<file path="src/design/omb_pkg.sv">
`timescale 1ns / 1ps
`default_nettype none
// ----------------------------------------------------------------------------
// omb_pkg
// Shared types and codes for the oven mode and button sequencer.
// ----------------------------------------------------------------------------
package omb_pkg;

  localparam int unsigned TEMP_W  = 10;
  localparam int unsigned STEP_W  = 6;
  localparam int unsigned SEC_W   = 10;
  localparam int unsigned CFG_W   = 10;
  localparam int unsigned CFG_IDX_W = 2;

  localparam int unsigned MAX_STEP_PRESSES = 60;
  localparam int unsigned CNT_W = $clog2(MAX_STEP_PRESSES + 1);
  // Signed press residue: 2*diff - step, then minus 2*step per press
  localparam int unsigned RES_W = TEMP_W + 3;

  localparam logic [TEMP_W-1:0] DEFAULT_SETPOINT_RST = TEMP_W'(350);
  localparam logic [STEP_W-1:0] STEP_SIZE_RST        = STEP_W'(5);
  localparam logic [SEC_W-1:0]  PREHEAT_DONE_RST     = SEC_W'(30);
  localparam logic [SEC_W-1:0]  SHUTOFF_RST          = SEC_W'(600);
  localparam logic [SEC_W-1:0]  SEC_MAX              = {SEC_W{1'b1}};

  // Operations
  localparam logic [1:0] OP_TICK = 2'd0;
  localparam logic [1:0] OP_SET  = 2'd1;
  localparam logic [1:0] OP_ON   = 2'd2;
  localparam logic [1:0] OP_OFF  = 2'd3;

  // Buttons
  localparam logic [2:0] BTN_NONE   = 3'd0;
  localparam logic [2:0] BTN_CANCEL = 3'd1;
  localparam logic [2:0] BTN_BAKE   = 3'd2;
  localparam logic [2:0] BTN_INC    = 3'd3;
  localparam logic [2:0] BTN_DEC    = 3'd4;
  localparam logic [2:0] BTN_START  = 3'd5;

  // Oven modes
  localparam logic [1:0] MODE_OFF     = 2'd0;
  localparam logic [1:0] MODE_BEGIN   = 2'd1;
  localparam logic [1:0] MODE_PREHEAT = 2'd2;
  localparam logic [1:0] MODE_ON      = 2'd3;

  // Configuration register indexes
  localparam logic [CFG_IDX_W-1:0] CFG_DEFAULT_SETPOINT = 2'd0;
  localparam logic [CFG_IDX_W-1:0] CFG_STEP_SIZE        = 2'd1;
  localparam logic [CFG_IDX_W-1:0] CFG_PREHEAT_DONE     = 2'd2;
  localparam logic [CFG_IDX_W-1:0] CFG_SHUTOFF          = 2'd3;

  typedef struct packed {
    logic [1:0]        operation;
    logic              coil_on;
    logic [TEMP_W-1:0] setpoint_value;
  } in_item_t;

  typedef struct packed {
    logic [2:0] button;
    logic [1:0] oven_state;
    logic       state_changed;
    logic       last;
  } out_item_t;

  // Controller to datapath
  typedef struct packed {
    logic       take;   // apply the accepted item
    logic       emit;   // load the output register
    logic [2:0] btn;
    logic       last;
    logic       step;   // advance the step press residue
  } cmd_t;

  // Datapath to controller
  typedef struct packed {
    logic       is_tick;
    logic       tick_cancel;
    logic       tick_bake;
    logic       bake_q;
    logic       step_go;
    logic [2:0] step_btn;
    logic       slot_free;
  } status_t;

endpackage : omb_pkg
`default_nettype wire

</file>
<file path="src/design/omb_ctrl.sv">
`timescale 1ns / 1ps
`default_nettype none
// ----------------------------------------------------------------------------
// omb_ctrl
// Press sequencer: walks cancel, bake, step presses, start, or a quiet press, for one tick.
// ----------------------------------------------------------------------------
module omb_ctrl (
  input  wire logic            clk_i,
  input  wire logic            rst_ni,
  input  wire logic            in_valid_i,
  output logic                 in_ready_o,
  input  wire omb_pkg::status_t status_i,
  output omb_pkg::cmd_t        cmd_o
);
  import omb_pkg::*;

  localparam logic [2:0] S_IDLE   = 3'd0;
  localparam logic [2:0] S_CANCEL = 3'd1;
  localparam logic [2:0] S_BAKE   = 3'd2;
  localparam logic [2:0] S_STEP   = 3'd3;
  localparam logic [2:0] S_START  = 3'd4;
  localparam logic [2:0] S_NONE   = 3'd5;

  logic [2:0] state_q, state_d;

  always_comb begin
    state_d    = state_q;
    cmd_o      = '0;
    in_ready_o = 1'b0;
    unique case (state_q)
      S_IDLE: begin
        in_ready_o = 1'b1;
        if (in_valid_i) begin
          cmd_o.take = 1'b1;
          if (status_i.is_tick) begin
            if (status_i.tick_cancel)    state_d = S_CANCEL;
            else if (status_i.tick_bake) state_d = S_BAKE;
            else                         state_d = S_NONE;
          end
        end
      end
      S_CANCEL: begin
        if (status_i.slot_free) begin
          cmd_o.emit = 1'b1;
          cmd_o.btn  = BTN_CANCEL;
          cmd_o.last = !status_i.bake_q;
          state_d    = status_i.bake_q ? S_BAKE : S_IDLE;
        end
      end
      S_BAKE: begin
        if (status_i.slot_free) begin
          cmd_o.emit = 1'b1;
          cmd_o.btn  = BTN_BAKE;
          state_d    = S_STEP;
        end
      end
      S_STEP: begin
        if (!status_i.step_go) begin
          state_d = S_START;
        end else if (status_i.slot_free) begin
          cmd_o.emit = 1'b1;
          cmd_o.btn  = status_i.step_btn;
          cmd_o.step = 1'b1;
        end
      end
      S_START: begin
        if (status_i.slot_free) begin
          cmd_o.emit = 1'b1;
          cmd_o.btn  = BTN_START;
          cmd_o.last = 1'b1;
          state_d    = S_IDLE;
        end
      end
      S_NONE: begin
        if (status_i.slot_free) begin
          cmd_o.emit = 1'b1;
          cmd_o.btn  = BTN_NONE;
          cmd_o.last = 1'b1;
          state_d    = S_IDLE;
        end
      end
      default: state_d = S_IDLE;
    endcase
  end

  always_ff @(posedge clk_i or negedge rst_ni) begin
    if (!rst_ni) begin
      state_q <= S_IDLE;
    end else begin
      state_q <= state_d;
    end
  end

endmodule : omb_ctrl
`default_nettype wire

</file>
<file path="src/design/omb_dp.sv">
`timescale 1ns / 1ps
`default_nettype none
// ----------------------------------------------------------------------------
// omb_dp
// Oven state, configuration, tick evaluation, press residue and output register.
// ----------------------------------------------------------------------------
module omb_dp (
  input  wire logic                               clk_i,
  input  wire logic                               rst_ni,
  input  wire logic                               cfg_we_i,
  input  wire logic [omb_pkg::CFG_IDX_W-1:0]      cfg_index_i,
  input  wire logic [omb_pkg::CFG_W-1:0]          cfg_data_i,
  input  wire omb_pkg::in_item_t                  in_item_i,
  output omb_pkg::out_item_t                      out_item_o,
  output logic                                    out_valid_o,
  input  wire logic                               out_ready_i,
  input  wire omb_pkg::cmd_t                      cmd_i,
  output omb_pkg::status_t                        status_o
);
  import omb_pkg::*;

  // Configuration
  logic [TEMP_W-1:0] dflt_q;
  logic [STEP_W-1:0] step_q;
  logic [SEC_W-1:0]  pre_done_q;
  logic [SEC_W-1:0]  shutoff_q;

  // Oven state
  logic [1:0]        mode_q, mode_d;
  logic [TEMP_W-1:0] target_q, target_d;
  logic [TEMP_W-1:0] applied_q, applied_d;
  logic [SEC_W-1:0]  off_sec_q, off_sec_d;
  logic              started_q, started_d;
  logic              on_pend_q, off_pend_q;
  logic              changed_q, changed_d;
  logic              bake_q;
  logic              dec_q, dec_d;

  // Press residue and count
  logic signed [RES_W-1:0] res_q, res_d;
  logic [CNT_W-1:0]        cnt_q;
  logic [TEMP_W-1:0]       diff;

  // Output register
  out_item_t out_q;
  logic      out_valid_q;

  // Intermediate tick values
  logic [SEC_W-1:0]  off_time;
  logic [1:0]        mode_mv;
  logic              chg_mv;
  logic [TEMP_W-1:0] tgt_mv, app_mv;
  logic              set_req, cancel, bake;
  logic [1:0]        mode_cx;
  logic              is_tick;

  assign is_tick = in_item_i.operation == OP_TICK;

  always_comb begin
    // Off-time tracking
    started_d = started_q;
    off_sec_d = off_sec_q;
    if (in_item_i.coil_on) begin
      started_d = 1'b0;
      off_sec_d = '0;
    end else if (!started_q) begin
      started_d = 1'b1;
      off_sec_d = '0;
    end else if (off_sec_q != SEC_MAX) begin
      off_sec_d = off_sec_q + SEC_W'(1);
    end
    off_time = in_item_i.coil_on ? '0 : off_sec_d;

    // Mode moves
    mode_mv = mode_q;
    chg_mv  = 1'b0;
    tgt_mv  = target_q;
    app_mv  = applied_q;
    unique case (mode_q)
      MODE_OFF: begin
        if (in_item_i.coil_on) begin
          tgt_mv  = dflt_q;
          app_mv  = dflt_q;
          mode_mv = MODE_PREHEAT;
          chg_mv  = 1'b1;
        end
      end
      MODE_BEGIN: begin
        if (in_item_i.coil_on) begin
          mode_mv = MODE_PREHEAT;
          chg_mv  = 1'b1;
        end
      end
      MODE_PREHEAT: begin
        if (off_time > pre_done_q) begin
          mode_mv = MODE_ON;
          chg_mv  = 1'b1;
        end
      end
      default: begin
        if (off_time > shutoff_q) begin
          mode_mv = MODE_OFF;
          chg_mv  = 1'b1;
        end
      end
    endcase

    // Reapply a changed setpoint
    applied_d = app_mv;
    target_d  = tgt_mv;
    set_req   = 1'b0;
    if (tgt_mv != app_mv) begin
      applied_d = tgt_mv;
      set_req   = mode_mv != MODE_OFF;
    end

    cancel    = off_pend_q | set_req;
    mode_cx   = cancel ? MODE_OFF : mode_mv;
    bake      = (on_pend_q | set_req) && (mode_cx == MODE_OFF);
    mode_d    = bake ? MODE_BEGIN : mode_cx;
    changed_d = chg_mv | cancel | bake;

    // Step presses count from the default setpoint
    dec_d = !(applied_d > dflt_q);
    diff  = dec_d ? (dflt_q - applied_d) : (applied_d - dflt_q);
    res_d = $signed({2'b00, diff, 1'b0}) - $signed({{(RES_W-STEP_W){1'b0}}, step_q});
  end

  always_ff @(posedge clk_i or negedge rst_ni) begin
    if (!rst_ni) begin
      dflt_q     <= DEFAULT_SETPOINT_RST;
      step_q     <= STEP_SIZE_RST;
      pre_done_q <= PREHEAT_DONE_RST;
      shutoff_q  <= SHUTOFF_RST;
    end else if (cfg_we_i) begin
      unique case (cfg_index_i)
        CFG_DEFAULT_SETPOINT: dflt_q     <= cfg_data_i[TEMP_W-1:0];
        CFG_STEP_SIZE:        step_q     <= cfg_data_i[STEP_W-1:0];
        CFG_PREHEAT_DONE:     pre_done_q <= cfg_data_i[SEC_W-1:0];
        CFG_SHUTOFF:          shutoff_q  <= cfg_data_i[SEC_W-1:0];
        default: ;
      endcase
    end
  end

  always_ff @(posedge clk_i or negedge rst_ni) begin
    if (!rst_ni) begin
      mode_q     <= MODE_OFF;
      target_q   <= '0;
      applied_q  <= '0;
      off_sec_q  <= '0;
      started_q  <= 1'b0;
      on_pend_q  <= 1'b0;
      off_pend_q <= 1'b0;
      changed_q  <= 1'b0;
      bake_q     <= 1'b0;
    end else if (cmd_i.take) begin
      case (in_item_i.operation)
        OP_SET: target_q   <= in_item_i.setpoint_value;
        OP_ON:  on_pend_q  <= 1'b1;
        OP_OFF: off_pend_q <= 1'b1;
        default: begin
          mode_q     <= mode_d;
          target_q   <= target_d;
          applied_q  <= applied_d;
          off_sec_q  <= off_sec_d;
          started_q  <= started_d;
          on_pend_q  <= 1'b0;
          off_pend_q <= 1'b0;
          changed_q  <= changed_d;
          bake_q     <= bake;
        end
      endcase
    end
  end

  // Residue: one press per positive residue, minus two steps per press
  always_ff @(posedge clk_i) begin
    if (cmd_i.take) begin
      res_q <= res_d;
      cnt_q <= '0;
      dec_q <= dec_d;
    end else if (cmd_i.step) begin
      res_q <= res_q - $signed({{(RES_W-STEP_W-1){1'b0}}, step_q, 1'b0});
      cnt_q <= cnt_q + CNT_W'(1);
    end
  end

  always_ff @(posedge clk_i or negedge rst_ni) begin
    if (!rst_ni) begin
      out_valid_q <= 1'b0;
    end else if (cmd_i.emit) begin
      out_valid_q <= 1'b1;
    end else if (out_ready_i) begin
      out_valid_q <= 1'b0;
    end
  end

  always_ff @(posedge clk_i) begin
    if (cmd_i.emit) begin
      out_q.button        <= cmd_i.btn;
      out_q.oven_state    <= mode_q;
      out_q.state_changed <= cmd_i.last & changed_q;
      out_q.last          <= cmd_i.last;
    end
  end

  assign out_item_o  = out_q;
  assign out_valid_o = out_valid_q;

  assign status_o.is_tick     = is_tick;
  assign status_o.tick_cancel = cancel;
  assign status_o.tick_bake   = bake;
  assign status_o.bake_q      = bake_q;
  assign status_o.step_go     = (res_q > $signed(RES_W'(0)))
                                && (cnt_q < CNT_W'(MAX_STEP_PRESSES));
  assign status_o.step_btn    = dec_q ? BTN_DEC : BTN_INC;
  assign status_o.slot_free   = !out_valid_q || out_ready_i;

endmodule : omb_dp
`default_nettype wire

</file>
<file path="src/design/oven_mode_and_button_sequencer.sv">
`timescale 1ns / 1ps
`default_nettype none
// ----------------------------------------------------------------------------
// oven_mode_and_button_sequencer
// Tracks oven mode from coil ticks and sends button presses for requests.
// ----------------------------------------------------------------------------
//  channel   signals                              direction
//  in        in_valid_i / in_ready_o / in_item_i   operation, coil, setpoint
//  out       out_valid_o / out_ready_i / out_item_o one press per item
//  cfg       cfg_we_i / cfg_index_i / cfg_data_i   register write, no wait
//
//  Setpoint, on and off items are applied when taken and leave the sequencer
//  idle. A tick is evaluated in the cycle it is taken, then sends one press
//  per cycle while the output register has room: cancel, then bake, up to 60
//  step presses and start, either part alone, or one quiet press when nothing
//  is asked. The step state passes to start without a press once the step
//  presses are done. Each press waits while the output register is full.
//  Input is taken only while the sequencer is idle; the output register lets
//  the next item in while the last press still waits. No clearing after reset.
// ----------------------------------------------------------------------------
module oven_mode_and_button_sequencer (
  input  wire logic                           clk_i,
  input  wire logic                           rst_ni,
  input  wire logic                           in_valid_i,
  output logic                                in_ready_o,
  input  wire omb_pkg::in_item_t              in_item_i,
  output logic                                out_valid_o,
  input  wire logic                           out_ready_i,
  output omb_pkg::out_item_t                  out_item_o,
  input  wire logic                           cfg_we_i,
  input  wire logic [omb_pkg::CFG_IDX_W-1:0]  cfg_index_i,
  input  wire logic [omb_pkg::CFG_W-1:0]      cfg_data_i
);
  import omb_pkg::*;

  cmd_t    cmd;
  status_t status;

  omb_ctrl u_ctrl (
    .clk_i      (clk_i),
    .rst_ni     (rst_ni),
    .in_valid_i (in_valid_i),
    .in_ready_o (in_ready_o),
    .status_i   (status),
    .cmd_o      (cmd)
  );

  omb_dp u_dp (
    .clk_i       (clk_i),
    .rst_ni      (rst_ni),
    .cfg_we_i    (cfg_we_i),
    .cfg_index_i (cfg_index_i),
    .cfg_data_i  (cfg_data_i),
    .in_item_i   (in_item_i),
    .out_item_o  (out_item_o),
    .out_valid_o (out_valid_o),
    .out_ready_i (out_ready_i),
    .cmd_i       (cmd),
    .status_o    (status)
  );

`ifndef SYNTHESIS
  a_changed_on_last: assert property (@(posedge clk_i) disable iff (!rst_ni)
    out_valid_o && out_item_o.state_changed |-> out_item_o.last)
    else $error("state_changed set on a press that is not the last");

  a_none_is_last: assert property (@(posedge clk_i) disable iff (!rst_ni)
    out_valid_o && (out_item_o.button == BTN_NONE) |-> out_item_o.last)
    else $error("quiet result not marked last");

  a_start_begins: assert property (@(posedge clk_i) disable iff (!rst_ni)
    out_valid_o && (out_item_o.button == BTN_START)
      |-> (out_item_o.oven_state == MODE_BEGIN) && out_item_o.last
        && out_item_o.state_changed)
    else $error("start press without begin preheat");

  a_busy_after_tick: assert property (@(posedge clk_i) disable iff (!rst_ni)
    in_valid_i && in_ready_o && (in_item_i.operation == OP_TICK) |=> !in_ready_o)
    else $error("input taken while a tick is still being served");
`endif

endmodule : oven_mode_and_button_sequencer
`default_nettype wire

</file>
<file path="config.mk">
export PLATFORM = sky130hd
export DESIGN_NAME = oven_mode_and_button_sequencer
export DESIGN_NICKNAME = d
export VERILOG_FILES = /design/src/design/omb_pkg.sv /design/src/design/omb_ctrl.sv /design/src/design/omb_dp.sv /design/src/design/oven_mode_and_button_sequencer.sv
export SDC_FILE = /design/constraint.sdc
export NUM_CORES = 1
export LEC_CHECK = 0
export CORE_ASPECT_RATIO = 1.1
export CORE_MARGIN = 1
export CORE_UTILIZATION = 52
export DETAILED_ROUTE_END_ITERATION = 10
export DONT_BUFFER_PORTS = 1
export GPL_TIMING_DRIVEN = 0
export MAX_ROUTING_LAYER = met4
export PLACE_DENSITY = 0.8
export SYNTH_ARGS = -nofsm -noshare
export SYNTH_HDL_FRONTEND = slang
export SYNTH_SLANG_ARGS = --single-unit
</file>
<file path="constraint.sdc">
create_clock -name clk_i -period 5.2 [get_ports clk_i]
set_input_delay 1.04 -clock clk_i [delete_from_list [all_inputs] [get_ports clk_i]]
set_output_delay 1.04 -clock clk_i [all_outputs]
set_load 0.05 [all_outputs]
</file>
* Word level (Yosys, flattened, before mapping) *
Index checks and enable logic that the tools add are counted.
W data, S select, Z words.

word-level totals
  register bits = 104
  input port bits = 30
  output and inout port bits = 9

operators by class
  add/subtract/negate cells = 6
  bitwise gates (word level) = 9
  reductions and logical operators = 29
  equality and inequality tests = 21
  magnitude comparators = 5
  multiplexer cells = 54

operators by type and width
  operator                 number
  $mux W10                 10
  $gt A10 B10 Y1           3
  $mux W3                  9
  $mux W13                 2
  $pmux W10 S2             1
  $pmux W4 S5              1
  $sub A10 B10 Y10         2
  $reduce_and A2 Y1        8
  $mux W5                  3
  $pmux W3 S5              1
  $gt A13 B1 Y1 const B    1
  $mux W1                  13
  $sub A13 B8 Y13          1
  $mux W2                  6
  $mux W4                  3
  $sub A11 B6 Y12          1
  $add A10 B1 Y10 const B  1
  $eq A2 B2 Y1 const B     5
  $ne A10 B10 Y1           1
  $ne A10 B10 Y1 const B   1
  $reduce_or A2 Y1         5
  $logic_not A2 Y1         4
  $ne A2 B2 Y1 const B     4
  $add A6 B1 Y6 const B    1
  other kinds (19)         37

* Longest topological paths before layout *
  word-level depth = 19
  gate-level depth with buffers = 21
  depth with buffers taken out = 20

* Modules after synthesis *
From an unflattened synthesis, not the netlist that was laid out.

unflattened totals
  cell total of the unflattened synthesis = 734
  area total of the unflattened synthesis = 6,979.2 um^2

by module, submodules not included
  module    seq. area each (um^2)  area an instance (um^2)  cells each  times used
  omb_dp    2,622.5                6,585.1                  684         1
  omb_ctrl  75.1                   394.1                    50          1

* Least setup slack after synthesis *
OpenSTA, ideal clock, no wires.

  path kind = input port to flip-flop
  start point = input in_item_i[10] in the netlist's numbering
  end point = register u_dp.res_q[10], data pin
  buffers on the path = 1
  library setup time = 270 ps
  stages on the path = 20
  setup slack = -396 ps
  arrival time = 5,327 ps
  required time = 4,930 ps
  cells stage by stage = inv_1 nor3_1 buf_1 mux2i_1 inv_1 fa_1 a211oi_2 nor3_2 nor4_4 nor2_1 mux2_2 ha_1 a21o_1 a21o_1 a21o_1 a21oi_1 o31ai_1 nor4_2 xor2_1 mux2i_1

on the way
  cells in the longest elaborated chain, start to end = 8
  elaborated cells on any way between the ends = 12
  classes of those cells = add/sub (3); order compare (1); eq/ne (1); mux (7)

ends and longest elaborated chain
  element                                             RTL line                              text
  start, declared                                     oven_mode_and_button_sequencer.sv:26  input wire omb_pkg::in_item_t in_item_i,
  $mux W10                                            omb_dp.sv:81                          if (in_item_i.coil_on) begin
  $mux W10                                            omb_dp.sv:79                          unique case (mode_q)
  $ne A10 B10 Y1                                      omb_dp.sv:112                         if (tgt_mv != app_mv) begin
  $mux W10 (*)                                        omb_dp.sv:112
  net u_dp.applied_d[1]                               omb_dp.sv:31                          logic [TEMP_W-1:0] applied_q, applied_d;
  $sub A10 B10 Y10 or $gt A10 B10 Y1 (tied branches)  omb_dp.sv:125, omb_dp.sv:124
  $mux W10 (*)                                        omb_dp.sv:125                         diff = dec_d ? (dflt_q - applied_d) : (applied_d - dflt_q);
  $sub A11 B6 Y12 (*)                                 omb_dp.sv:126                         res_d = $signed({2'b00, diff, 1'b0}) - $signed({{(RES_W-STEP_W){1'b0}}, step_q});
  $mux W13 (*)                                        omb_dp.sv:179                         if (cmd_i.take) begin
  end signal, assigned                                omb_dp.sv:180                         res_q <= res_d;
  end signal, assigned                                omb_dp.sv:184                         res_q <= res_q - $signed({{(RES_W-STEP_W-1){1'b0}}, step_q, 1'b0});
  end, declared                                       omb_dp.sv:40                          logic signed [RES_W-1:0] res_q, res_d;

Mark *: on every way through the listed nets, which the timed path passes. The rest lies on a longest branch.
A chain may end at the register's enable or synchronous reset.

* Worst setup path after layout *
  start point = input in_item_i[10] in the netlist's numbering
  end point = register u_dp.res_q[10], data pin

on the way
  cells in the longest elaborated chain, start to end = 8
  elaborated cells on any way between the ends = 12
  classes of those cells = add/sub (3); order compare (1); eq/ne (1); mux (7)

ends and longest elaborated chain
  element                                             RTL line
  $mux W10                                            omb_dp.sv:81
  $mux W10                                            omb_dp.sv:79
  $ne A10 B10 Y1                                      omb_dp.sv:112
  $mux W10 (*)                                        omb_dp.sv:112
  $sub A10 B10 Y10 or $gt A10 B10 Y1 (tied branches)  omb_dp.sv:125, omb_dp.sv:124
  $mux W10 (*)                                        omb_dp.sv:125
  $sub A11 B6 Y12 (*)                                 omb_dp.sv:126
  $mux W13 (*)                                        omb_dp.sv:179

Mark *: on every way between the ends. The rest lies on a longest branch, timed or not.

==> results.md <==
- CTS tree: built
- Syn Area/Cell: 9.46 um^2
- Grt ovf: 0
- Worst VDD drop: 0.339 mV
- WL/cell: 17.2 um
- Post-Syn Instances: 747
- # setup viols final: 0
- Routed vias: 5574
- Final antenna-violating net count: 0
- Yosys cell types: 82
- Clock root buffer: clkbuf_16
- Seq cells post-synth: 104
- Synth Warn #: 0
- Critical path class: primary input to flop
- Synth Flop Type: dfrtp_1
- Worst Tran Pin Value: 0.753 ns
- Max FO, Critical Path: 6
- Total track usage: 24.3%
- P_leak: 3.39 nW
- Crit. End Element: flop
- Core area: 13200 um^2
- Post-synth ARST share: 74.0%
- Via density: 5.97
- Number of CTS-inserted buffers: 9
- Die height: 124 um
- Bufs on Longest Clock Path: 2
- Arr. time, crit path: 5.16 ns
- Die X: 113 um
- Share of cells above drive strength 1: 16.3%
- First-pass GRT wire length: 26100 um
- Netlist Area Pre-Place: 7070 um^2
- Seq. cell area: 2700 um^2
- Die ar.: 14100 um^2
- Pwr Density: 642 nW/um^2
- Diode count: 0
- Worst skew pair latency: 0.36 ns
- Placement Rows: 44
- Uppermost layer routed: met4
- Maximum capacitance violations: 0
- RSZ-0062 raised after global routing: no
- DP Worst Slack: -0.639 ns
- Status: finished, final reports clean
- Fin. Hold Viols: 0
- Routed met2 length: 7720 um
- Slew margin rel.: 49.4%
- GPL Wtd Cong: 0.896
- Vias in the first global route: 5314
- IO buf count: 0
- Tcrit/Tclk final: 97.5%
- Hold_ws: 0.368 ns
- Crit path time final: 5.07 ns
- Detailed placement HPWL: 11900 um
- Starting DRT DRC Count: 385
- Sequential element share of the synthesized area: 38.2%
- Fmax: 197 MHz
- Met1 wire length: 6910 um
- Antenna violations before repair: 0
- Io pins: 39
- Final Max Tran Viols: 0
- Clock skew: 0.00824 ns
- Clk pin slew, worst setup/hold paths: 0.07 ns
- Worst hold path class: primary input to asynchronous set/reset pin
- Worst Setup Start Kind: primary input
- Nets: 856
- DR DRC count: 0
- Initial Util: 53.5%
- Post-CTS Hold Buffers: 0
- Synth-to-Final Area Change: 10.3%
- Routed WL: 16100 um
- Number of flops mapped to enable cells by yosys: 21
- Area of the multi-input gates: 4130 um^2
- Mapped Nets: 836
- Drt pass-1 iters: 5
- Met3 WL: 1060 um
- CTS HTree Levels: 3
- FILL cells: 1079
- Clk sinks: 104
- Largest net degree at the start of global routing: 78
- Setup ws final: 0.130 ns
- Worst Path Required: 5.29 ns
==> worst max-delay path: stages <==
cell and delay, ns:
inv_1 0.05, nor3_4 0.18, buf_6 0.18, mux2i_4 0.29
ha_1 0.22, inv_1 0.07, fa_1 0.42, a211oi_2 0.28
nor3_2 0.11, nor4_4 0.25, nor2_4 0.11, mux2_2 0.29
ha_1 0.31, a21o_1 0.19, a21o_1 0.19, a21o_1 0.19
a21oi_2 0.17, o31ai_1 0.13, nor4_2 0.18, xor2_1 0.18
mux2i_1 0.09
==> cells in the mapped netlist (all sizes together), types with 3 or more instances <==
cell     count  area, um^2
nand2       65         244
o221ai       3        26.3
fa           4        80.1
or3          7        43.8
a2111oi      6        90.1
mux2        35         394
a211oi       7        57.6
nand3       13        65.1
a21oi       37         196
nand3b       3        22.5
a31oi        6        37.5
nor2b        8        50.1
and4         4        35.0
dfrtp       61        1530
a311oi       3        26.3
a31o         3        26.3
o21a         3        22.5
dfstp       16         420
buf          8        42.5
nor2        59         224
ha          55         688
nor4         9        83.8
o22ai        3        18.8
mux2i       15         150
xnor2       19         166
edfxtp      21         631
o31ai        8        65.1
nor3        17         100
dfxtp        6         120
o21ai       65         325
nand4       10        75.1
clkbuf      20        76.3
o21bai       3        22.5
xor2        18         158
inv         65         244
a21o        10        75.1
or2          6        40.0
nand2b       9        56.3
and3         5        31.3
==> path summary, 6_finish.rpt <==
kind | start | to | slack [ns] | depth (start not counted)
max in group asynchronous | rst_ni | u_dp.dflt_q[4] | 4.63 | 0
hold reg to reg | u_dp.applied_q[3] | u_dp.applied_q[3] | 0.51 | 2
min in group clk_i | u_dp.applied_q[3] | u_dp.applied_q[3] | 0.51 | 2
setup reg to reg | u_dp.mode_q[1] | u_dp.res_q[10] | 0.27 | 20
setup / recovery | in_item_i[10] | u_dp.res_q[10] | 0.13 | 21
hold / removal | rst_ni | u_dp.off_sec_q[8] | 0.37 | 0
==> sequential cells by signal (all words and copies together) (netlist names) <==
name / flops
u_dp.target_q: 10
u_dp.mode_q: 2
u_dp.off_sec_q: 10
u_dp.changed_q: 1
u_dp.out_valid_o: 1
u_dp.cnt_q: 6
u_dp.step_q: 6
u_dp.bake_q: 1
u_dp.pre_done_q: 10
u_dp.shutoff_q: 10
u_dp.dflt_q: 10
u_dp.res_q: 13
u_dp.on_pend_q: 1
u_ctrl.state_q: 3
u_dp.out_item_o: 7
u_dp.started_q: 1
u_dp.applied_q: 10
u_dp.off_pend_q: 1
u_dp.dec_q: 1
==> kinds of logic (layout without fill, tap and decap cells) <==
group                    count (synthesis)  count (layout)  synth area share [%]
adder cells (fa/ha/maj)                 59              59                  10.9
multiplexers                            50              50                  7.70
flip-flops                             104             104                  38.2
buffers and inverters                   93             118                  5.14
AND/OR/NAND/NOR                        224             224                  16.3
AO/OA/AOI/OAI                          180             180                  17.2
XOR/XNOR                                37              37                  4.59
==> cells in the final DEF, fill, tap and decap left out, types with 10 or more instances in the layout <==
cell,instances
a21o_1,10
a21oi_1,35
buf_4,10
clkbuf_1,20
clkbuf_16,11
dfrtp_1,61
dfstp_2,16
edfxtp_1,21
ha_1,53
inv_1,65
mux2_2,35
nand2_1,65
nand3_1,13
nor2_1,57
nor3_1,12
o21ai_0,58
xnor2_1,19
xor2_1,18
==> area by class of cell <==
class                   instances  area share (%)
plain buffers                  28            1.69
clock buffers                  12            3.58
clock inverters                 4           0.401
inverters                      65            3.13
multi-input cells             550            53.0
flip-flops and latches        104            34.6
well taps                     161            2.58
repair buffers                  9            1.03
==> metal layers <==
| metal | track usage (%) | up-vias |
|---|---|---|
| met3 | 6.76 | 37 |
| li1 | - | 2701 |
| met5 | - | - |
| met2 | 37.4 | 168 |
| met1 | 30.6 | 2668 |
| met4 | 8.82 | 0 |
==> metrics by stage <==
step                std cells  power, W  utilization [%]  setup TNS (ns)  area (um^2)
global route              933   0.00537             59.0               0         7790
detailed placement        910   0.00410             55.3           -3.51         7310
finish                    933   0.00500             59.0               0         7790
global placement          908   0.00401             55.2           -3.03         7290
CTS                       930   0.00491             58.6               0         7740
floorplan                 747   0.00357                -               0         7090
==> timing repair <==
action / CTS / global route
setup buffers: 4 / 3
gates resized for setup: 13 / 8
pin swaps: 2 / 5
endpoints found under the setup margin: 7 / 6
==> report_power, final <==
| group | switching, W | internal [W] | leakage (nW) |
|---|---|---|---|
| Combinational | 0.00159 | 0.00124 | 2.05 |
| Clock | 0.000318 | 0.000387 | 0.150 |
| Sequential | 0.000314 | 0.00116 | 1.19 |
Note: power is estimated with default switching activity, not from simulation.
